**config.mk**
```make
export PLATFORM = sky130hd
export DESIGN_NAME = bit_timed_uart_transceiver_top_flat
export DESIGN_NICKNAME = d
export VERILOG_FILES = /design/src/design/btut_pkg.sv /design/src/design/btut_req_if.sv /design/src/design/btut_rsp_if.sv /design/src/design/bit_timed_uart_transceiver_top.sv /design/src/design/btut_tx.sv /design/src/design/btut_rx.sv /design/src/flat_wrapper.sv
export VERILOG_INCLUDE_DIRS = /design/src /design/src/design
export SDC_FILE = /design/constraint.sdc
export NUM_CORES = 1
export LEC_CHECK = 0
export ABC_AREA = 1
export CORE_ASPECT_RATIO = 1.25
export CORE_MARGIN = 5
export CORE_UTILIZATION = 70
export CTS_CLUSTER_SIZE = 14
export DETAILED_ROUTE_END_ITERATION = 10
export DONT_BUFFER_PORTS = 1
export PLACE_DENSITY = 0.9
export REMOVE_ABC_BUFFERS = 1
export SETUP_SLACK_MARGIN = 0.3
export SLEW_MARGIN = 20
export SYNTH_ARGS = -nofsm -noshare
export SYNTH_HDL_FRONTEND = slang
export SYNTH_SLANG_ARGS = --single-unit
```
**constraint.sdc**
```tcl
create_clock -name clock -period 8.2 [get_ports clock]
set_input_delay 0.41 -clock clock [delete_from_list [all_inputs] [get_ports clock]]
set_output_delay 0.41 -clock clock [all_outputs]
set_load 0.02 [all_outputs]
```
**src/design/bit_timed_uart_transceiver_top_defines.svh**
```systemverilog
// Assertion helpers used by the top-level RTL
`ifndef BIT_TIMED_UART_TRANSCEIVER_TOP_DEFINES_SVH
`define BIT_TIMED_UART_TRANSCEIVER_TOP_DEFINES_SVH

// same-cycle implication
`define BTUT_ASSERT_IMP(label, clk, rst, ante, cons, msg) \
   label: assert property (@(posedge clk) disable iff (rst) (ante) |-> (cons)) \
      else $error(msg);

// next-cycle implication
`define BTUT_ASSERT_NXT(label, clk, rst, ante, cons, msg) \
   label: assert property (@(posedge clk) disable iff (rst) (ante) |=> (cons)) \
      else $error(msg);

`endif

```
**src/design/btut_pkg.sv**
```systemverilog
package btut_pkg;

   localparam int DATA_BITS_DEF = 8;
   localparam int BYTE_W        = 8;
   localparam int PERIOD_W      = 16;
   localparam int CSR_ADDR_W    = 4;
   localparam int CSR_DATA_W    = 32;

   localparam logic [PERIOD_W-1:0] PERIOD_RST = 16'd8;
   localparam logic [PERIOD_W-1:0] PERIOD_MIN = 16'd2;
   localparam logic [1:0]          STOP_RST   = 2'd1;
   localparam logic [1:0]          STOP_TWO   = 2'd2;

   // register byte addresses
   localparam logic [CSR_ADDR_W-1:0] ADDR_PERIOD     = 4'h0;
   localparam logic [CSR_ADDR_W-1:0] ADDR_STOP       = 4'h4;
   localparam logic [CSR_ADDR_W-1:0] ADDR_START_HIGH = 4'h8;

   typedef enum logic [1:0] {
      PH_IDLE  = 2'd0,
      PH_START = 2'd1,
      PH_DATA  = 2'd2,
      PH_STOP  = 2'd3
   } phase_type;

   typedef struct packed {
      logic [PERIOD_W-1:0] period;    // already clamped to at least two
      logic                two_stop;
      logic                start_high;
   } cfg_type;

endpackage

```
**src/design/btut_req_if.sv**
```systemverilog
interface btut_req_if;
   logic       valid;
   logic       ready;
   logic       rx_line;
   logic       send_request;
   logic [7:0] send_data;

   modport source (output valid, rx_line, send_request, send_data, input ready);
   modport sink   (input valid, rx_line, send_request, send_data, output ready);
endinterface

```
**src/design/btut_rsp_if.sv**
```systemverilog
interface btut_rsp_if;
   logic       valid;
   logic       ready;
   logic       tx_line;
   logic       tx_busy;
   logic       rx_valid;
   logic [7:0] rx_byte;

   modport source (output valid, tx_line, tx_busy, rx_valid, rx_byte, input ready);
   modport sink   (input valid, tx_line, tx_busy, rx_valid, rx_byte, output ready);
endinterface

```
**src/design/bit_timed_uart_transceiver_top.sv**
```systemverilog
// Bit-timed UART transceiver, one line tick per request transfer.
// req_chan carries one tick: the sampled receive level, a send request and
// the byte to send. rsp_chan returns one result per tick: transmit level,
// transmitter busy flag, and a received byte with its valid flag.
// Transmitter: start bit low, 8 data bits LSB first, one or two stop bits,
// each one bit period long; a request while busy is dropped.
// Receiver: waits for the start level, samples mid-bit, reports the byte one
// period after the last data bit, framing unchecked.
// Timing: the result of a tick is registered and is on rsp_chan in the cycle after its transfer.
// Throughput: one tick per cycle while rsp_chan takes the results; the tick
// logic is a single pass from the accepted fields and state registers into the result register.
// Stalls: the result register holds while rsp_chan.ready is low; req_chan
// keeps accepting as long as the result register is empty or being drained.
// Reset (synchronous, active high): both sides idle, result register empty,
// registers back to 8 ticks per bit, one stop bit, idle-high receive.
// CSR map (APB, pready tied high): 0x0 bit period, 0x4 stop bits,
// 0x8 receive polarity.
`include "bit_timed_uart_transceiver_top_defines.svh"

module bit_timed_uart_transceiver_top #(
   parameter int DATA_BITS = btut_pkg::DATA_BITS_DEF
) (
   input  logic                              clock,
   input  logic                              reset,
   btut_req_if.sink                          req_chan,
   btut_rsp_if.source                        rsp_chan,
   input  logic                              csr_psel,
   input  logic                              csr_penable,
   input  logic                              csr_pwrite,
   input  logic [btut_pkg::CSR_ADDR_W-1:0]   csr_paddr,
   input  logic [btut_pkg::CSR_DATA_W-1:0]   csr_pwdata,
   output logic [btut_pkg::CSR_DATA_W-1:0]   csr_prdata,
   output logic                              csr_pready
);
   import btut_pkg::*;

   // configuration registers
   logic [PERIOD_W-1:0] period_ff;
   logic [1:0]          stop_ff;
   logic                start_high_ff;
   logic                csr_wr;
   cfg_type             cfg;

   // tick transfer and result register
   logic                step;
   logic                tx_line, tx_busy;
   logic                rx_valid;
   logic [BYTE_W-1:0]   rx_byte;
   logic                rsp_valid_ff, rsp_valid_in;
   logic                rsp_tx_line_ff, rsp_tx_busy_ff, rsp_rx_valid_ff;
   logic [BYTE_W-1:0]   rsp_rx_byte_ff;

   assign csr_pready = 1'b1;
   assign csr_wr     = csr_psel && csr_penable && csr_pwrite;

   always_ff @(posedge clock) begin
      if (reset) begin
         period_ff     <= PERIOD_RST;
         stop_ff       <= STOP_RST;
         start_high_ff <= 1'b0;
      end else if (csr_wr) begin
         case (csr_paddr)
            ADDR_PERIOD:     period_ff     <= csr_pwdata[PERIOD_W-1:0];
            ADDR_STOP:       stop_ff       <= csr_pwdata[1:0];
            ADDR_START_HIGH: start_high_ff <= csr_pwdata[0];
            default: begin
            end
         endcase
      end
   end

   always_comb begin
      case (csr_paddr)
         ADDR_PERIOD:     csr_prdata = {{(CSR_DATA_W-PERIOD_W){1'b0}}, period_ff};
         ADDR_STOP:       csr_prdata = {{(CSR_DATA_W-2){1'b0}}, stop_ff};
         ADDR_START_HIGH: csr_prdata = {{(CSR_DATA_W-1){1'b0}}, start_high_ff};
         default:         csr_prdata = '0;
      endcase
   end

   // periods below two behave as two
   assign cfg.period     = (period_ff < PERIOD_MIN) ? PERIOD_MIN : period_ff;
   assign cfg.two_stop   = (stop_ff == STOP_TWO);
   assign cfg.start_high = start_high_ff;

   // take a tick whenever the result register is free or draining
   assign req_chan.ready = !rsp_valid_ff || rsp_chan.ready;
   assign step           = req_chan.valid && req_chan.ready;

   btut_tx u_tx (
      .clock        (clock),
      .reset        (reset),
      .step         (step),
      .cfg          (cfg),
      .send_request (req_chan.send_request),
      .send_data    (req_chan.send_data),
      .tx_line      (tx_line),
      .tx_busy      (tx_busy)
   );

   btut_rx #(
      .DATA_BITS (DATA_BITS)
   ) u_rx (
      .clock    (clock),
      .reset    (reset),
      .step     (step),
      .cfg      (cfg),
      .rx_line  (req_chan.rx_line),
      .rx_valid (rx_valid),
      .rx_byte  (rx_byte)
   );

   assign rsp_valid_in = step || (rsp_valid_ff && !rsp_chan.ready);

   always_ff @(posedge clock) begin
      if (reset) begin
         rsp_valid_ff <= 1'b0;
      end else begin
         rsp_valid_ff <= rsp_valid_in;
      end
   end

   always_ff @(posedge clock) begin
      if (step) begin
         rsp_tx_line_ff  <= tx_line;
         rsp_tx_busy_ff  <= tx_busy;
         rsp_rx_valid_ff <= rx_valid;
         rsp_rx_byte_ff  <= rx_byte;
      end
   end

   assign rsp_chan.valid    = rsp_valid_ff;
   assign rsp_chan.tx_line  = rsp_tx_line_ff;
   assign rsp_chan.tx_busy  = rsp_tx_busy_ff;
   assign rsp_chan.rx_valid = rsp_rx_valid_ff;
   assign rsp_chan.rx_byte  = rsp_rx_byte_ff;

   // every accepted tick leaves a result behind
   `BTUT_ASSERT_NXT(a_step_fills, clock, reset, step, rsp_valid_ff, "tick result lost")
   // idle transmitter drives the line high
   `BTUT_ASSERT_IMP(a_idle_high, clock, reset, rsp_valid_ff && !rsp_tx_busy_ff,
      rsp_tx_line_ff, "idle tx line not high")
   // no byte data without a completed byte
   `BTUT_ASSERT_IMP(a_byte_zero, clock, reset, rsp_valid_ff && !rsp_rx_valid_ff,
      rsp_rx_byte_ff == '0, "rx byte set without rx valid")
   // a pending result that is taken with no new tick empties the register
   `BTUT_ASSERT_NXT(a_drain, clock, reset, rsp_valid_ff && rsp_chan.ready && !step,
      !rsp_valid_ff, "result repeated")

endmodule

```
**src/design/btut_tx.sv**
```systemverilog
module btut_tx (
   input  logic                          clock,
   input  logic                          reset,
   input  logic                          step,
   input  btut_pkg::cfg_type             cfg,
   input  logic                          send_request,
   input  logic [btut_pkg::BYTE_W-1:0]   send_data,
   output logic                          tx_line,
   output logic                          tx_busy
);
   import btut_pkg::*;

   phase_type           phase_ff, phase_in, phase_cur;
   logic [PERIOD_W-1:0] cnt_ff, cnt_in, cnt_cur;
   logic                idx_stop_ff, idx_stop_in;
   logic [2:0]          idx_ff, idx_in, idx_cur;
   logic [BYTE_W-1:0]   shift_ff, shift_in, shift_cur;
   logic [PERIOD_W:0]   cnt_inc;
   logic                bit_done;

   // a request while idle makes this tick the first start tick
   always_comb begin
      phase_cur = phase_ff;
      cnt_cur   = cnt_ff;
      idx_cur   = idx_ff;
      shift_cur = shift_ff;
      if (phase_ff == PH_IDLE && send_request) begin
         phase_cur = PH_START;
         cnt_cur   = '0;
         idx_cur   = '0;
         shift_cur = send_data;
      end
   end

   assign cnt_inc  = {1'b0, cnt_cur} + 1'b1;
   assign bit_done = (cnt_inc >= {1'b0, cfg.period});

   // next state
   always_comb begin
      phase_in    = phase_cur;
      cnt_in      = cnt_cur;
      idx_in      = idx_cur;
      idx_stop_in = idx_stop_ff;
      shift_in    = shift_cur;
      if (phase_cur != PH_IDLE) begin
         cnt_in = bit_done ? '0 : cnt_inc[PERIOD_W-1:0];
      end
      if (phase_cur == PH_START) begin
         idx_stop_in = 1'b0;
      end
      if (bit_done) begin
         case (phase_cur)
            PH_START: begin
               phase_in = PH_DATA;
               idx_in   = '0;
            end
            PH_DATA: begin
               idx_in = idx_cur + 1'b1;
               if (idx_cur == 3'd7) begin
                  phase_in    = PH_STOP;
                  idx_stop_in = 1'b0;
               end
            end
            PH_STOP: begin
               if (cfg.two_stop && !idx_stop_ff) begin
                  idx_stop_in = 1'b1;
               end else begin
                  phase_in    = PH_IDLE;
                  idx_stop_in = 1'b0;
               end
            end
            default: begin
               phase_in = PH_IDLE;
            end
         endcase
      end
   end

   // line outputs
   always_comb begin
      case (phase_cur)
         PH_START: begin
            tx_line = 1'b0;
            tx_busy = 1'b1;
         end
         PH_DATA: begin
            tx_line = shift_cur[idx_cur];
            tx_busy = 1'b1;
         end
         PH_STOP: begin
            tx_line = 1'b1;
            tx_busy = 1'b1;
         end
         default: begin
            tx_line = 1'b1;
            tx_busy = 1'b0;
         end
      endcase
   end

   always_ff @(posedge clock) begin
      if (reset) begin
         phase_ff    <= PH_IDLE;
         cnt_ff      <= '0;
         idx_ff      <= '0;
         idx_stop_ff <= 1'b0;
      end else if (step) begin
         phase_ff    <= phase_in;
         cnt_ff      <= cnt_in;
         idx_ff      <= idx_in;
         idx_stop_ff <= idx_stop_in;
      end
   end

   always_ff @(posedge clock) begin
      if (step) begin
         shift_ff <= shift_in;
      end
   end

endmodule

```
**src/design/btut_rx.sv**
```systemverilog
module btut_rx #(
   parameter int DATA_BITS = btut_pkg::DATA_BITS_DEF
) (
   input  logic                          clock,
   input  logic                          reset,
   input  logic                          step,
   input  btut_pkg::cfg_type             cfg,
   input  logic                          rx_line,
   output logic                          rx_valid,
   output logic [btut_pkg::BYTE_W-1:0]   rx_byte
);
   import btut_pkg::*;

   localparam int IDX_W = $clog2(DATA_BITS + 1);

   phase_type           phase_ff, phase_in;
   logic [PERIOD_W-1:0] cnt_ff, cnt_in;
   logic [IDX_W-1:0]    idx_ff, idx_in, idx_inc;
   logic [BYTE_W-1:0]   shift_ff, shift_in;
   logic [PERIOD_W:0]   cnt_inc;
   logic                half_done;
   logic                bit_done;
   logic                start_seen;

   assign cnt_inc    = {1'b0, cnt_ff} + 1'b1;
   assign half_done  = (cnt_inc >= {2'b00, cfg.period[PERIOD_W-1:1]});
   assign bit_done   = (cnt_inc >= {1'b0, cfg.period});
   assign start_seen = (rx_line == cfg.start_high);
   assign idx_inc    = idx_ff + 1'b1;

   // next state
   always_comb begin
      phase_in = phase_ff;
      cnt_in   = cnt_inc[PERIOD_W-1:0];
      idx_in   = idx_ff;
      shift_in = shift_ff;
      case (phase_ff)
         PH_IDLE: begin
            cnt_in = '0;
            if (start_seen) begin
               phase_in = PH_START;
            end
         end
         PH_START: begin
            if (half_done) begin
               phase_in = PH_DATA;
               cnt_in   = '0;
               idx_in   = '0;
               shift_in = '0;
            end
         end
         PH_DATA: begin
            if (bit_done) begin
               cnt_in = '0;
               // data bits past the eighth are sampled but not kept
               if (int'(idx_ff) < BYTE_W) begin
                  shift_in[idx_ff[2:0]] = rx_line;
               end
               idx_in = idx_inc;
               if (idx_inc == IDX_W'(DATA_BITS)) begin
                  phase_in = PH_STOP;
               end
            end
         end
         PH_STOP: begin
            if (bit_done) begin
               phase_in = PH_IDLE;
               cnt_in   = '0;
               idx_in   = '0;
            end
         end
         default: begin
            phase_in = PH_IDLE;
         end
      endcase
   end

   // byte report
   always_comb begin
      rx_valid = 1'b0;
      rx_byte  = '0;
      case (phase_ff)
         PH_STOP: begin
            if (bit_done) begin
               rx_valid = 1'b1;
               rx_byte  = shift_ff;
            end
         end
         default: begin
            rx_valid = 1'b0;
         end
      endcase
   end

   always_ff @(posedge clock) begin
      if (reset) begin
         phase_ff <= PH_IDLE;
         cnt_ff   <= '0;
         idx_ff   <= '0;
      end else if (step) begin
         phase_ff <= phase_in;
         cnt_ff   <= cnt_in;
         idx_ff   <= idx_in;
      end
   end

   always_ff @(posedge clock) begin
      if (reset) begin
         shift_ff <= '0;
      end else if (step) begin
         shift_ff <= shift_in;
      end
   end

endmodule
```
**src/flat_wrapper.sv**
```systemverilog
// flat-port wrapper written by rule: the top's interface ports become plain ports
module bit_timed_uart_transceiver_top_flat import btut_pkg::*;
#(
   parameter int DATA_BITS = btut_pkg::DATA_BITS_DEF
)
  (clock, reset, csr_psel, csr_penable, csr_pwrite, csr_paddr, csr_pwdata, csr_prdata, csr_pready, req_chan_valid, req_chan_rx_line, req_chan_send_request, req_chan_send_data, req_chan_ready, rsp_chan_valid, rsp_chan_tx_line, rsp_chan_tx_busy, rsp_chan_rx_valid, rsp_chan_rx_byte, rsp_chan_ready);
  btut_req_if req_chan_i ();
  btut_rsp_if rsp_chan_i ();
  input  logic clock;
  input  logic reset;
  input  logic csr_psel;
  input  logic csr_penable;
  input  logic csr_pwrite;
  input  logic [btut_pkg::CSR_ADDR_W-1:0] csr_paddr;
  input  logic [btut_pkg::CSR_DATA_W-1:0] csr_pwdata;
  output logic [btut_pkg::CSR_DATA_W-1:0] csr_prdata;
  output logic csr_pready;
  input wire logic [$bits(req_chan_i.valid)-1:0] req_chan_valid;
  input wire logic [$bits(req_chan_i.rx_line)-1:0] req_chan_rx_line;
  input wire logic [$bits(req_chan_i.send_request)-1:0] req_chan_send_request;
  input wire logic [$bits(req_chan_i.send_data)-1:0] req_chan_send_data;
  output wire logic [$bits(req_chan_i.ready)-1:0] req_chan_ready;
  output wire logic [$bits(rsp_chan_i.valid)-1:0] rsp_chan_valid;
  output wire logic [$bits(rsp_chan_i.tx_line)-1:0] rsp_chan_tx_line;
  output wire logic [$bits(rsp_chan_i.tx_busy)-1:0] rsp_chan_tx_busy;
  output wire logic [$bits(rsp_chan_i.rx_valid)-1:0] rsp_chan_rx_valid;
  output wire logic [$bits(rsp_chan_i.rx_byte)-1:0] rsp_chan_rx_byte;
  input wire logic [$bits(rsp_chan_i.ready)-1:0] rsp_chan_ready;
  assign req_chan_i.valid = req_chan_valid;
  assign req_chan_i.rx_line = req_chan_rx_line;
  assign req_chan_i.send_request = req_chan_send_request;
  assign req_chan_i.send_data = req_chan_send_data;
  assign req_chan_ready = req_chan_i.ready;
  assign rsp_chan_valid = rsp_chan_i.valid;
  assign rsp_chan_tx_line = rsp_chan_i.tx_line;
  assign rsp_chan_tx_busy = rsp_chan_i.tx_busy;
  assign rsp_chan_rx_valid = rsp_chan_i.rx_valid;
  assign rsp_chan_rx_byte = rsp_chan_i.rx_byte;
  assign rsp_chan_i.ready = rsp_chan_ready;
  bit_timed_uart_transceiver_top #(.DATA_BITS(DATA_BITS)) u_core (.clock(clock), .reset(reset), .req_chan(req_chan_i), .rsp_chan(rsp_chan_i), .csr_psel(csr_psel), .csr_penable(csr_penable), .csr_pwrite(csr_pwrite), .csr_paddr(csr_paddr), .csr_pwdata(csr_pwdata), .csr_prdata(csr_prdata), .csr_pready(csr_pready));
endmodule
```
* Word-level counts from Yosys, hierarchy flattened *
Index checks and enable logic that the tools add are counted.

cells by class
  $add $sub $neg = 4
  multipliers = 0
  div/mod/pow operators = 0
  magnitude comparators = 8
  equality and inequality tests = 18
  shift operators = 0
  muxes and demuxes = 44
  bitwise logic cells = 0
  reductions and logical operators = 27

operator list
  kind                     number
  $mux W16                 6
  $pmux W16 S3             2
  $add A16 B1 Y17 const B  2
  $ge A17 B16 Y1           2
  $mux W8                  4
  $mux W2                  9
  $ge A17 B15 Y1           1
  $lt A16 B2 Y1 const B    1
  $pmux W8 S2              1
  $mux W4                  3
  $ne A2 B2 Y1 const B     6
  $pmux W4 S3              1
  $eq A2 B2 Y1 const B     5
  $reduce_and A5 Y1        2
  $bwmux W8                1
  $eq A4 B4 Y1 const B     2
  $lt A3 B4 Y1 const B     2
  $mux W1                  8
  $pmux W2 S4              1
  $reduce_and A2 Y1        4
  $logic_and A1 B1 Y1      7
  $mux W3                  2
  $pmux W2 S3              1
  $pmux W3 S2              1
  20 further kinds         27

storage, ports and cells
  bits in registers = 91
  latch bits = 0
  memory bits (writable) = 0
  bits in read-only memories = 0
  input bits = 53
  output and inout port bits = 46
  memories = 0

* Depth between registers and ports, before layout *
Gate-level depths: netlist of run 1.

  depth after elaboration = 8
  depth in mapped cells = 26
  depth with buffers taken out = 25

* By module *
A second synthesis of run 1 with hierarchy kept.

unflattened totals
  cells, all modules = 1032
  area, all modules = 6950.4 sq um

by module, submodules not included
  module                          instances  cells each  area an instance (sq um)
  btut_rx                         1          424         2777.7
  btut_tx                         1          371         2491.1
  bit_timed_uart_transceiver_top  1          237         1681.6

* Worst setup path after synthesis of run 1 *
Ideal clock, no wire load.

  path kind = input -> register
  start point = input port req_chan_send_request
  end point = register u_core.u_tx.cnt_ff[12]
  data arrival time = 3.138 ns
  slack = 4.992 ns
  stages = 25
  buffers on the path = 2
  cells stage by stage = nand2_2 > nor2_4 > clkbuf_1 > nor2_1 > ha_1 > nand4_1 > inv_1 > nand2_1 > inv_1 > nand4_1 > xor2_1 > inv_1 > ha_1 > nand2_1 > inv_1 > nand4_1 > nor2_1 > nand4_1 > nand2_1 > nor2_4 > nand2_4 > nor2_8 > buf_6 > nand2_1 > a21oi_1

on the way
  word-level cells in the longest chain between the ends = 6
  elaborated cells between the ends (all ways) = 8
  those cells by class = add/sub (1); order compare (1); mux (4); reduce/logical (2)

RTL lines
  what                   RTL line            source
  from (decl)            flat_wrapper.sv:20  input wire logic [$bits(req_chan_i.send_request)-1:0] req_chan_send_request;
  $logic_and A1 B1 Y1 *  btut_tx.sv:27       if (phase_ff == PH_IDLE && send_request) begin
  $mux W16               btut_tx.sv:27
  $add A16 B1 Y17        btut_tx.sv:35       assign cnt_inc = {1'b0, cnt_cur} + 1'b1;
  $ge A17 B16 Y1         btut_tx.sv:36       assign bit_done = (cnt_inc >= {1'b0, cfg.period});
  $mux W16               btut_tx.sv:46       cnt_in = bit_done ? '0 : cnt_inc[PERIOD_W-1:0];
  $mux W16 *             btut_tx.sv:45       if (phase_cur != PH_IDLE) begin
  to (signal assigned)   btut_tx.sv:109      cnt_ff <= cnt_in;
  to (decl)              btut_tx.sv:14       logic [PERIOD_W-1:0] cnt_ff, cnt_in, cnt_cur;

Mark *: on every way between the ends. The rest lies on a longest branch, timed or not.
A chain may end at the register's enable or synchronous reset.

* Final worst setup path of run 1 *
  start point = register u_core.u_tx.phase_ff[0]
  end point = register u_core.u_tx.cnt_ff[10]

on the way
  word-level cells in the longest chain between the ends = 7
  elaborated cells between the ends (all ways) = 9
  those cells by class = add/sub (1); order compare (1); mux (4); reduce/logical (3)

RTL lines
  what                    RTL line        source
  from (decl)             btut_tx.sv:13   phase_type phase_ff, phase_in, phase_cur;
  from (signal assigned)  btut_tx.sv:108  phase_ff <= phase_in;
  $logic_not A2 Y1        btut_tx.sv:27
  $logic_and A1 B1 Y1     btut_tx.sv:27
  $mux W16                btut_tx.sv:27
  $add A16 B1 Y17         btut_tx.sv:35
  $ge A17 B16 Y1          btut_tx.sv:36
  $mux W16                btut_tx.sv:46
  $mux W16 *              btut_tx.sv:45

Marked as above.

==> results.md, run 1 <==
- Status: completed
- GRT Overall Usage: 0.275
- Placed insts: 967
- Synth async-reset ratio: 0
- Ys flop type: dfxtp_1
- R2R Path Start: u_core.u_tx.phase_ff[0]
- First-pass GRT wire length: 24,000 microns
- Clock root cell: clkbuf_8
- Total congestion overflow: 0
- Row count: 38
- Most common cell in the netlist: nand2_1
- CP Max Fanout: 18
- CTS tree: yes
- Antenna-violating nets left: 0
- Via count: 5,690
- Final count of negative-setup-slack endpoints: 0
- TNS Setup: 0 ns
- Core area: 0.00870 sq mm
- Worst Path Arrival: 3.94 ns
- Yosys warns: 0
- Most frequent cells after synthesis: nand2_1 (200), inv_1 (103), a21oi_1 (87), nor2_1 (85), dfxtp_1 (72)
- Die area: 0.0109 sq mm
- Setup crit end kind: flip-flop
- Endpoints failing hold: 0
- Crit path from: u_core.u_tx.phase_ff[0]
- DRT Pass-1 Iters: 6
- Max_slew headroom: 0.376
- WL final: 14,700 microns
- Critical Path End: u_core.u_tx.cnt_ff[10]
- Cell area power density: 146 mW/mm^2
- Worst VDD drop: 103 uV
- Fin. max-slew vios: 0
- Distinct cell type count after synthesis: 44
- H-tree Lvls: 3
- Synth Register Bits: 91
- Antenna violations before repair: 3
- Post-Synthesis Cells: 872
- Post-CTS setup buffer count: 0
- R2r endpoint: u_core.u_tx.cnt_ff[10]
- Vias in the first global route: 5,487
- Crit-path cells: inv_2, nand2_2, nor2_4, nor2_1, ha_1, nand4_1, inv_1, nand2_1, xor2_1, ha_1, a21o_1, nor2_1, nand3_1, nand2_1, nand2_1, nand2_1, nand2_1, nand2_1, nand2_4, nor2_8, nand2_1, a21oi_1
- DR vias/cell: 5.78
- Fmax: 275 MHz
- Largest net degree at the start of global routing: 46
- Setup CP Type: reg -> reg
- Total CTS buffers: 9
- Post-synthesis sequential area ratio: 0.323
- Ranking of synthesized cells by area: dfxtp_1 (23%), nand2_1 (12%), ha_1 (11%), edfxtp_1 (9.2%), a21oi_1 (7.0%)
- Period minus WS final: 3.64 ns
- Cts repair resizes: 0
- Worst R2R Path Depth: 22
- Clock-pin transition on the worst setup and hold timing paths: 0.09 ns
- Worst-Skew Late Latency: 0.37 ns
- Chip height: 116 microns
- Leak pwr: 2.73 nW
- Post-route clock skew: 0.00543 ns
- Fin crit share: 0.444
- Post-synth top area cell: dfxtp_1
- CTS Buffer Depth: 2
- CTS Hold Bufs: 0
- Maxcap violations: 0
- Slowest-stage cell, CP: nor2_4
- Drt drc: 0
- Worst hold path type: in -> reg
- Post-Layout Cell Count: 985
- Number of synthesized flops with an enable pin: 19
- I/O Buffers: 0
- Register-to-register setup slack: 4.56 ns
- Hold WS: 0.0957 ns
- Die width: 94.4 microns
- Dpl hpwl: 11,100 microns
- Wire per inst: 14.9 microns
- RSZ-0062 raised after global routing: no
- Synthesized area: 0.00623 sq mm
- Top-Level Pins: 99
- CP startpoint kind: flip-flop
- Initial DRC Count: 420
- Initial Util: 0.717
- Clock sink count: 91
- Max stage delay on crit path: 0.38 ns
- Worst EP required: 8.50 ns
- GP Congestion: 0.920
- Synth-to-layout area growth: 2.37%
- Avg Cell Area, Syn: 7.15 sq um
- Actual slew at the worst max-slew pin: 0.934 ns
- Cell mode on critical path: nand2_1
- Top-area cell type share of the netlist area: 0.231
- Layout cells sized above 1: 0.0695
- Layout net count: 968
==> logic make-up (layout without fill, tap and decap cells) <==
family	count (synthesis)	count (layout)	share of synthesized area
and+or+nand+nor	411	411	0.302
buffers and inverters	151	127	0.106
AOI/OAI and AO/OA	131	131	0.112
DFF	91	91	0.323
adders and majority gates	57	57	0.114
xor gates and xnor gates	29	29	0.0419
other	2	19	0.00120
==> cell type report <==
class	instances	area, sq um
clock inverters	7	52.6
inverters	111	417
flip-flops and latches	91	2010
clock buffers	9	124
well taps	120	150
fillers	679	2320
multi-input cells	645	3620
diodes	2	5.00
==> per-layer routing <==
metal	track usage	part of all wire
met3	0.0740	0.073
met1	0.295	0.37
met5	0	0.00082
met2	0.491	0.51
met4	0.139	0.040
==> critical path, delay by kind of cell, from the launching register on <==
kind / cells / cell delay [ns]
buffers and inverters: 2 / 0.19
xor gates and xnor gates: 1 / 0.26
AOI/OAI and AO/OA: 2 / 0.30
adders and majority gates: 2 / 0.55
and+or+nand+nor: 15 / 1.89
DFF: 1 / 0.35
==> placed cells by master (no fill, tap or decap), types with 2 or more instances in the layout <==
cell	n
a21oi_1	87
clkinv_1	3
nor2_4	4
nand3_2	5
or2_2	8
o21ai_0	29
nand4_1	20
inv_2	6
nor3_1	14
nand3_1	46
ha_1	57
diode_2	2
o21a_1	2
nand2_1	200
xnor2_1	10
nor2_2	8
clkinvlp_4	2
dfxtp_1	72
nor2_1	84
o221ai_1	3
clkbuf_8	9
inv_1	103
nand2_4	2
o211ai_1	3
conb_1	17
nand2_2	6
nand3b_1	4
xor2_1	18
nor4_1	3
edfxtp_1	19
a21o_1	3
==> state kept, by name (all words and copies together), names as in the netlist, 2 cells and up <==
name / flops
u_core.u_rx.cnt_ff: 16
u_core.stop_ff: 2
u_core.rsp_chan.rx_byte: 8
u_core.u_rx.idx_ff: 4
u_core.u_tx.cnt_ff: 16
u_core.u_rx.phase_ff: 2
u_core.period_ff: 16
u_core.u_tx.phase_ff: 2
u_core.u_tx.shift_ff: 8
u_core.u_tx.idx_ff: 3
u_core.u_rx.shift_ff: 8
==> how the worst min path moves through the flow <==
stage                                        from                      end  slack [ns]  cells past startpoint
after floorplan           u_core.u_rx.shift_ff[0]  u_core.u_rx.shift_ff[0]        0.44                      2
after detailed placement  u_core.u_rx.shift_ff[1]  u_core.u_rx.shift_ff[1]        0.45                      2
final                                       reset    u_core.u_tx.cnt_ff[8]         0.1                      1
after global routing                        reset    u_core.u_tx.cnt_ff[0]        0.08                      1
after CTS                                   reset   u_core.u_rx.cnt_ff[15]        0.09                      1
after global placement      u_core.u_tx.cnt_ff[9]    u_core.u_tx.cnt_ff[9]        0.45                      2
==> power by group <==
part           total (mW)  leakage, nW  internal (mW)  switching (mW)
Clock               0.282       0.0852          0.112           0.170
Combinational       0.159         1.87         0.0464           0.113
Sequential          0.490        0.771          0.474          0.0166
Total               0.932         2.73          0.632           0.299
==> through the flow <==
step	total power [mW]	setup slack (ns)	util	cell area, sq um
global route	0.983	4.19	0.733	6380
finish	0.932	4.56	0.734	6380
detailed placement	0.656	4.60	0.712	6200
global placement	0.648	4.72	0.712	6200
floorplan	0.622	5.23	-	6050
CTS	0.932	4.56	0.733	6370
Note: power is estimated with default switching activity, not from simulation.
==> run 2: changes to the inputs <==
- CORE_UTILIZATION: 70 -> 58
- PLACE_DENSITY: 0.9 -> 0.8
- clock period: 8.2 -> 3.3 ns (I/O delays scaled with it)
==> run 2 against run 1 <==
Total power increased to 2.9 times the previous value. Critical path depth increased by 1. Largest power group unchanged. Hold slack got worse by 0.085 ns. First-iteration DRC count decreased by 8.3%. Setup slack got worse by 4.3 ns. Die area increased by 19%. Sequential share of layout area decreased by 3.5 points. Cell count increased by 5.4%. Via count increased by 1.8%. Combinational power increased to 3.2 times the previous value. Sequential power increased by 150%. Largest cell class unchanged. Global-route usage decreased by 4.1 points.
==> results.md, run 2 (same netlist as run 1, synthesis figures left out) <==
- Hold Crit Depth: 2 (was 1)
- Die width: 103 microns (was 94.4 microns)
- WL final: 16,100 microns (was 14,700 microns)
- Actual slew at the worst max-slew pin: 0.892 ns (was 0.934 ns)
- Clock sink count: 91 (unchanged)
- Crit-path cells: inv_2, nand2_2, nor2_4, buf_6, nor2_4, nand2_4, nor2_4, nand2_4, xor2_2, ha_1, a21o_1, nor2_1, nand3_1, nand2_1, nand2_1, nand2_1, nand2_1, nand2_2, nand2_4, nor2_8, buf_4, nand2_1, a21oi_1 (was inv_2, nand2_2, nor2_4, nor2_1, ha_1, nand4_1, inv_1, nand2_1, xor2_1, ha_1, a21o_1, nor2_1, nand3_1, nand2_1, nand2_1, nand2_1, nand2_1, nand2_1, nand2_4, nor2_8, nand2_1, a21oi_1)
- Max_slew headroom: 0.405 (was 0.376)
- Leak pwr: 3.14 nW (was 2.73 nW)
- Endpoints failing hold: 0 (unchanged)
- CTS Buffer Depth: 2 (unchanged)
- R2r endpoint: u_core.u_tx.cnt_ff[2] (was u_core.u_tx.cnt_ff[10])
- Initial DRC Count: 385 (was 420)
- Worst Path Arrival: 3.35 ns (was 3.94 ns)
- Post-route clock skew: 0.00765 ns (was 0.00543 ns)
- Layout cells sized above 1: 0.168 (was 0.0695)
- Cell mode on critical path: nand2_1 (unchanged)
- Period minus WS final: 3.08 ns (was 3.64 ns)
- Status: completed (unchanged)
- CP startpoint kind: flip-flop (unchanged)
- I/O Buffers: 0 (unchanged)
- Placed cell area: 0.00632 sq mm (was 0.00620 sq mm)
- Worst-Skew Late Latency: 0.35 ns (was 0.37 ns)
- Met1 Use GR: 0.261 (was 0.295)
- Worst EP required: 3.58 ns (was 8.50 ns)
- Slowest-stage cell, CP: dfxtp_2 (was nor2_4)
- Fin crit share: 0.932 (was 0.444)
- Initial Util: 0.590 (was 0.717)
- Maxcap violations: 0 (unchanged)
- Max stage delay on crit path: 0.34 ns (was 0.38 ns)
- Core area: 0.0106 sq mm (was 0.00870 sq mm)
- Chip height: 126 microns (was 116 microns)
- Antenna diodes: 0 (was 2)
- Fin. max-slew vios: 0 (unchanged)
- H-tree Lvls: 3 (unchanged)
- Worst hold path type: in -> reg (unchanged)
- Wire per inst: 15.5 microns (was 14.9 microns)
- Setup CP Type: reg -> reg (unchanged)
- Largest net degree at the start of global routing: 45 (was 46)
- Register-to-register setup slack: 0.22 ns (was 4.56 ns)
- CP Max Fanout: 8 (was 18)
- Filler Cell Count: 807 (was 679)
- Routing usage on met2: 0.413 (was 0.491)
- Top-Level Pins: 99 (unchanged)
- Most frequent cells in the layout: nand2_1 (190), inv_1 (98), a21oi_1 (86) (was nand2_1 (200), inv_1 (103), a21oi_1 (87))
- DR vias/cell: 5.58 (was 5.78)
- Drt drc: 0 (unchanged)
- Dpl hpwl: 10,800 microns (was 11,100 microns)
- Fmax: 325 MHz (was 275 MHz)
- Layout net count: 1,011 (was 968)
- Hold WS: 0.0104 ns (was 0.0957 ns)
- R2R Path Start: u_core.u_tx.phase_ff[0] (unchanged)
- Die area: 0.0129 sq mm (was 0.0109 sq mm)
- Total congestion overflow: 0 (unchanged)
- GP Congestion: 0.846 (was 0.920)
- Synth-to-layout area growth: 16.2% (was 2.37%)
- Fin area: 0.00725 sq mm (was 0.00638 sq mm)
- GRT Overall Usage: 0.233 (was 0.275)
- RSZ-0062 raised after global routing: yes (was no)
- Clock-pin transition on the worst setup and hold timing paths: 0.07 ns (was 0.09 ns)
- Vias in the first global route: 5,280 (was 5,487)
- Antenna violations before repair: 3 (unchanged)
- Commonest non-fill, non-tap cell in the layout: nand2_1 (unchanged)
- Cell area power density: 374 mW/mm^2 (was 146 mW/mm^2)
- Worst VDD drop: 282 uV (was 103 uV)
- Clock root cell: clkbuf_16 (was clkbuf_8)
- Final count of negative-setup-slack endpoints: 0 (unchanged)
- Worst Hold Launch: req_chan_send_data[1] (was reset)
- Most Crowded Layer GR: met2 (unchanged)
- Via count: 5,792 (was 5,690)
- Hold Path End: u_core.u_tx.shift_ff[1] (was u_core.u_tx.cnt_ff[8])
- Row count: 42 (was 38)
- DRT Pass-1 Iters: 5 (was 6)
- Antenna-violating nets left: 0 (unchanged)
- Worst R2R Path Depth: 23 (was 22)
- First-pass GRT wire length: 24,100 microns (was 24,000 microns)
- Global-route met3 utilization: 0.0608 (was 0.0740)
- Total CTS buffers: 9 (unchanged)
- CTS tree: yes (unchanged)
- Setup crit end kind: flip-flop (unchanged)
- TNS Setup: 0 ns (unchanged)
- Total design power: 2.71 mW (was 932 uW)
- Top Registers: u_core.period_ff (16), u_core.u_rx.cnt_ff (16), u_core.u_tx.cnt_ff (16) (unchanged)
-- run 2: cell count changes in the layout (fill, tap and decap cells not counted), moves of 6 or more --
cell	previous run	this run
clkbuf_16	0	9
nor2_1	84	74
xnor2_2	1	7
nand2_1	200	190
clkbuf_8	9	1
buf_4	0	28
xnor2_1	10	3
nor2_4	4	11
dfxtp_1	72	65
-- run 2: stage by stage --
| stage | instances | setup slack, ns | util |
|---|---|---|---|
| after floorplan | 847 | 0.339 | - |
| after global placement | 993 | 0.184 | 0.598 |
| after detailed placement | 993 | 0.116 | 0.598 |
| after CTS | 1027 | 0.304 | 0.649 |
| after global routing | 1038 | 0.0253 | 0.686 |
| final | 1038 | 0.225 | 0.686 |
-- run 2: report_power, final --
group	total [mW]	switching [mW]	internal [mW]	leakage, nW
registers	1.22	0.0397	1.18	0.775
clock network	0.990	0.459	0.532	0.137
logic	0.505	0.329	0.176	2.23
total	2.71	0.827	1.88	3.14
-- run 2: how the worst max path moves through the flow --
stage / startpoint / endpoint / cells after the start
after CTS: u_core.u_tx.phase_ff[0] / u_core.u_tx.cnt_ff[14] / 24
after detailed placement: u_core.u_rx.cnt_ff[1] / u_core.u_rx.cnt_ff[3] / 21
after global placement: u_core.u_tx.phase_ff[0] / u_core.u_tx.cnt_ff[9] / 24
final: u_core.u_tx.phase_ff[0] / u_core.u_tx.cnt_ff[2] / 23
after floorplan: u_core.u_tx.phase_ff[0] / u_core.u_tx.cnt_ff[11] / 24
after global routing: u_core.u_tx.phase_ff[0] / u_core.u_tx.cnt_ff[2] / 23
-- run 2: critical path: cells and delay by family, from the launching register on --
kind	cells	cell delay, ns
AO/OA/AOI/OAI	2	0.30
XOR/XNOR	1	0.16
adder cells (fa/ha/maj)	1	0.31
buffers and inverters	3	0.33
flip-flops	1	0.34
AND/OR/NAND/NOR	16	1.57
-- run 2: layer usage --
layer / part of all wire / vias up
met5: 0.0017 / -
met4: 0.032 / 6
met3: 0.070 / 48
met2: 0.51 / 192
met1: 0.38 / 2668
li1: - / 2878
-- run 2: layout make-up --
cell class              count  area, sq um  share of cell area
clock buffers              10          239              0.0330
clock inverters             6         38.8             0.00535
inverters                 111          417              0.0575
multi-input cells         646         3960               0.547
flip-flops and latches     91         2030               0.280
well taps                 132          165              0.0228
repair buffers             42          397              0.0547
-- run 2: repair_timing --
action | 4_1_cts | 5_1_grt
resized for setup | 25 | 60
endpoints found under the setup margin | 60 | 61
pin swaps | 16 | 29
hold endpoints to repair | 48 | 0
buffers inserted | 11 | 11
hold buffers | 6 | 0
cloned | 1 | 0
==> run 3: changes to the inputs <==
- MAX_ROUTING_LAYER: not set -> met4
==> run 3 against run 2 <==
Die area is the same. Non-clock buffer count up 3. Utilization is 0.90 points higher. Total power up 1.3%. Clock power about the same. Critical path depth shrank 5. Global-route usage up 0.69 points. Largest power group unchanged.
==> results.md, run 3 (same netlist as run 1, synthesis figures left out) <==
- Post-layout util: 0.695 (was 0.686)
- RSZ-0062 raised after global routing: yes (unchanged)
- First-pass GRT wire length: 24,200 microns (was 24,100 microns)
- Worst VDD drop: 276 uV (was 282 uV)
- Post-route clock skew: 0.00968 ns (was 0.00765 ns)
- Actual slew at the worst max-slew pin: 0.914 ns (was 0.892 ns)
- Die area: 0.0129 sq mm (unchanged)
- Commonest non-fill, non-tap cell in the layout: nand2_1 (unchanged)
- Final count of negative-setup-slack endpoints: 0 (unchanged)
- Wire per inst: 15.9 microns (was 15.5 microns)
- Leak pwr: 3.19 nW (was 3.14 nW)
- Layout cells sized above 1: 0.179 (was 0.168)
- Period minus WS final: 3.03 ns (was 3.08 ns)
- DR vias/cell: 5.63 (was 5.58)
- Max_slew headroom: 0.390 (was 0.405)
- Most frequent cells in the layout: nand2_1 (188), inv_1 (98), a21oi_1 (83) (was nand2_1 (190), inv_1 (98), a21oi_1 (86))
- Vias in the first global route: 5,276 (was 5,280)
- Fmax: 330 MHz (was 325 MHz)
- Status: completed (unchanged)
- Fin area: 0.00734 sq mm (was 0.00725 sq mm)
- Post-Layout Cell Count: 1,045 (was 1,038)
- CP startpoint kind: flip-flop (unchanged)
- Drt drc: 0 (unchanged)
- GP Congestion: 0.860 (was 0.846)
- Fin crit share: 0.918 (was 0.932)
- Clock-pin transition on the worst setup and hold timing paths: 0.07 ns (about the same)
- Total design power: 2.75 mW (was 2.71 mW)
- Initial Util: 0.590 (unchanged)
- Antenna-violating nets left: 0 (unchanged)
- Worst EP required: 3.57 ns (was 3.58 ns)
- Cell area power density: 374 mW/mm^2 (about the same)
- Fin worst setup slack: 0.270 ns (was 0.225 ns)
- Total CTS buffers: 9 (unchanged)
- Dpl hpwl: 10,800 microns (unchanged)
- GRT Overall Usage: 0.240 (was 0.233)
- I/O Buffers: 0 (unchanged)
- Initial DRC Count: 471 (was 385)
- Worst hold path type: in -> reg (unchanged)
- CTS Buffer Depth: 2 (unchanged)
- Placed insts: 993 (unchanged)
- Die width: 103 microns (unchanged)
- Clock root cell: clkbuf_16 (unchanged)
- Placed cell area: 0.00632 sq mm (unchanged)
- Top Registers: u_core.period_ff (16), u_core.u_rx.cnt_ff (16), u_core.u_tx.cnt_ff (16) (unchanged)
- H-tree Lvls: 3 (unchanged)
- Clock sink count: 91 (unchanged)
- Synth-to-layout area growth: 17.8% (was 16.2%)
- Endpoints failing hold: 0 (unchanged)
- Largest net degree at the start of global routing: 45 (unchanged)
- Core area: 0.0106 sq mm (unchanged)
- DRT Pass-1 Iters: 5 (unchanged)
- Via count: 5,886 (was 5,792)
- CTS tree: yes (unchanged)
- Hold WS: 0.0110 ns (was 0.0104 ns)
- Layout net count: 1,014 (was 1,011)
- Antenna violations before repair: 3 (unchanged)
- Total congestion overflow: 0 (unchanged)
- Maxcap violations: 0 (unchanged)
- Chip height: 126 microns (unchanged)
- WL final: 16,600 microns (was 16,100 microns)
- Worst Path Arrival: 3.30 ns (was 3.35 ns)
- Post-Place Worst Slack: 0.116 ns (unchanged)
- Setup crit end kind: flip-flop (unchanged)
- Row count: 42 (unchanged)
- Setup CP Type: reg -> reg (unchanged)
- TNS Setup: 0 ns (unchanged)
- Worst-Skew Late Latency: 0.35 ns (about the same)
- Fin. max-slew vios: 0 (unchanged)
- CP Max Fanout: 8 (unchanged)
- Top-Level Pins: 99 (unchanged)
run 3: cell types whose count changed in the layout (fill, tap and decap cells not counted), sizes merged:
cell | previous run | this run
diode | 0 | 4
buf | 37 | 39
clkbuf | 10 | 11
run 3: layout make-up:
| type | count | area (sq um) |
|---|---|---|
| Multi-Input combinational cell | 646 | 4010 |
| Clock buffer | 10 | 239 |
| Antenna cell | 4 | 10.0 |
| Fill cell | 793 | 3220 |
| Sequential cell | 91 | 2030 |
| Timing Repair Buffer | 45 | 433 |
| Clock inverter | 6 | 38.8 |
| Tap cell | 132 | 165 |
| Inverter | 111 | 419 |
run 3: path summary, 6_finish.rpt:
kind,from,to,slack [ns],depth (start not counted)
setup / recovery,u_core.u_rx.cnt_ff[1],u_core.u_rx.cnt_ff[15],0.27,18
hold / removal,req_chan_send_data[1],u_core.u_tx.shift_ff[1],0.01,2
setup reg to reg,u_core.u_rx.cnt_ff[1],u_core.u_rx.cnt_ff[15],0.27,18
hold reg to reg,u_core.u_rx.shift_ff[6],u_core.u_rx.shift_ff[6],0.46,2
run 3: report_power, final:
part | internal [mW] | total, mW | switching, mW
sequential | 1.18 | 1.22 | 0.0407
clock | 0.532 | 0.990 | 0.459
combinational | 0.195 | 0.539 | 0.344
run 3: timing repair:
action / in CTS / in global routing
buffers inserted: 11 / 13
setup endpoints to repair: 60 / 61
resized for setup: 25 / 70
hold endpoints to repair: 48 / 0
hold buffers: 6 / 0
cloned: 1 / 1
pin swaps: 16 / 40
run 3: critical path: stages (launching register included):
cell and delay, ns:
dfxtp_4 0.36, ha_4 0.15, nand3_4 0.09, nor2_4 0.15, nand4_1 0.18, nor2_2 0.21, xor2_2 0.19, buf_4 0.14
ha_1 0.25, a211oi_2 0.26, nand2_1 0.09, inv_1 0.07, nand2_2 0.07, inv_2 0.08, nand2_4 0.10, clkbuf_16 0.18
nand2_8 0.08, nand3_1 0.10, a21oi_1 0.19
run 3: metal layers:
metal | global-route usage | part of all wire
met1 | 0.263 | 0.39
met2 | 0.413 | 0.52
met3 | 0.0625 | 0.066
met4 | 0.0892 | 0.030
met5 | - | 0
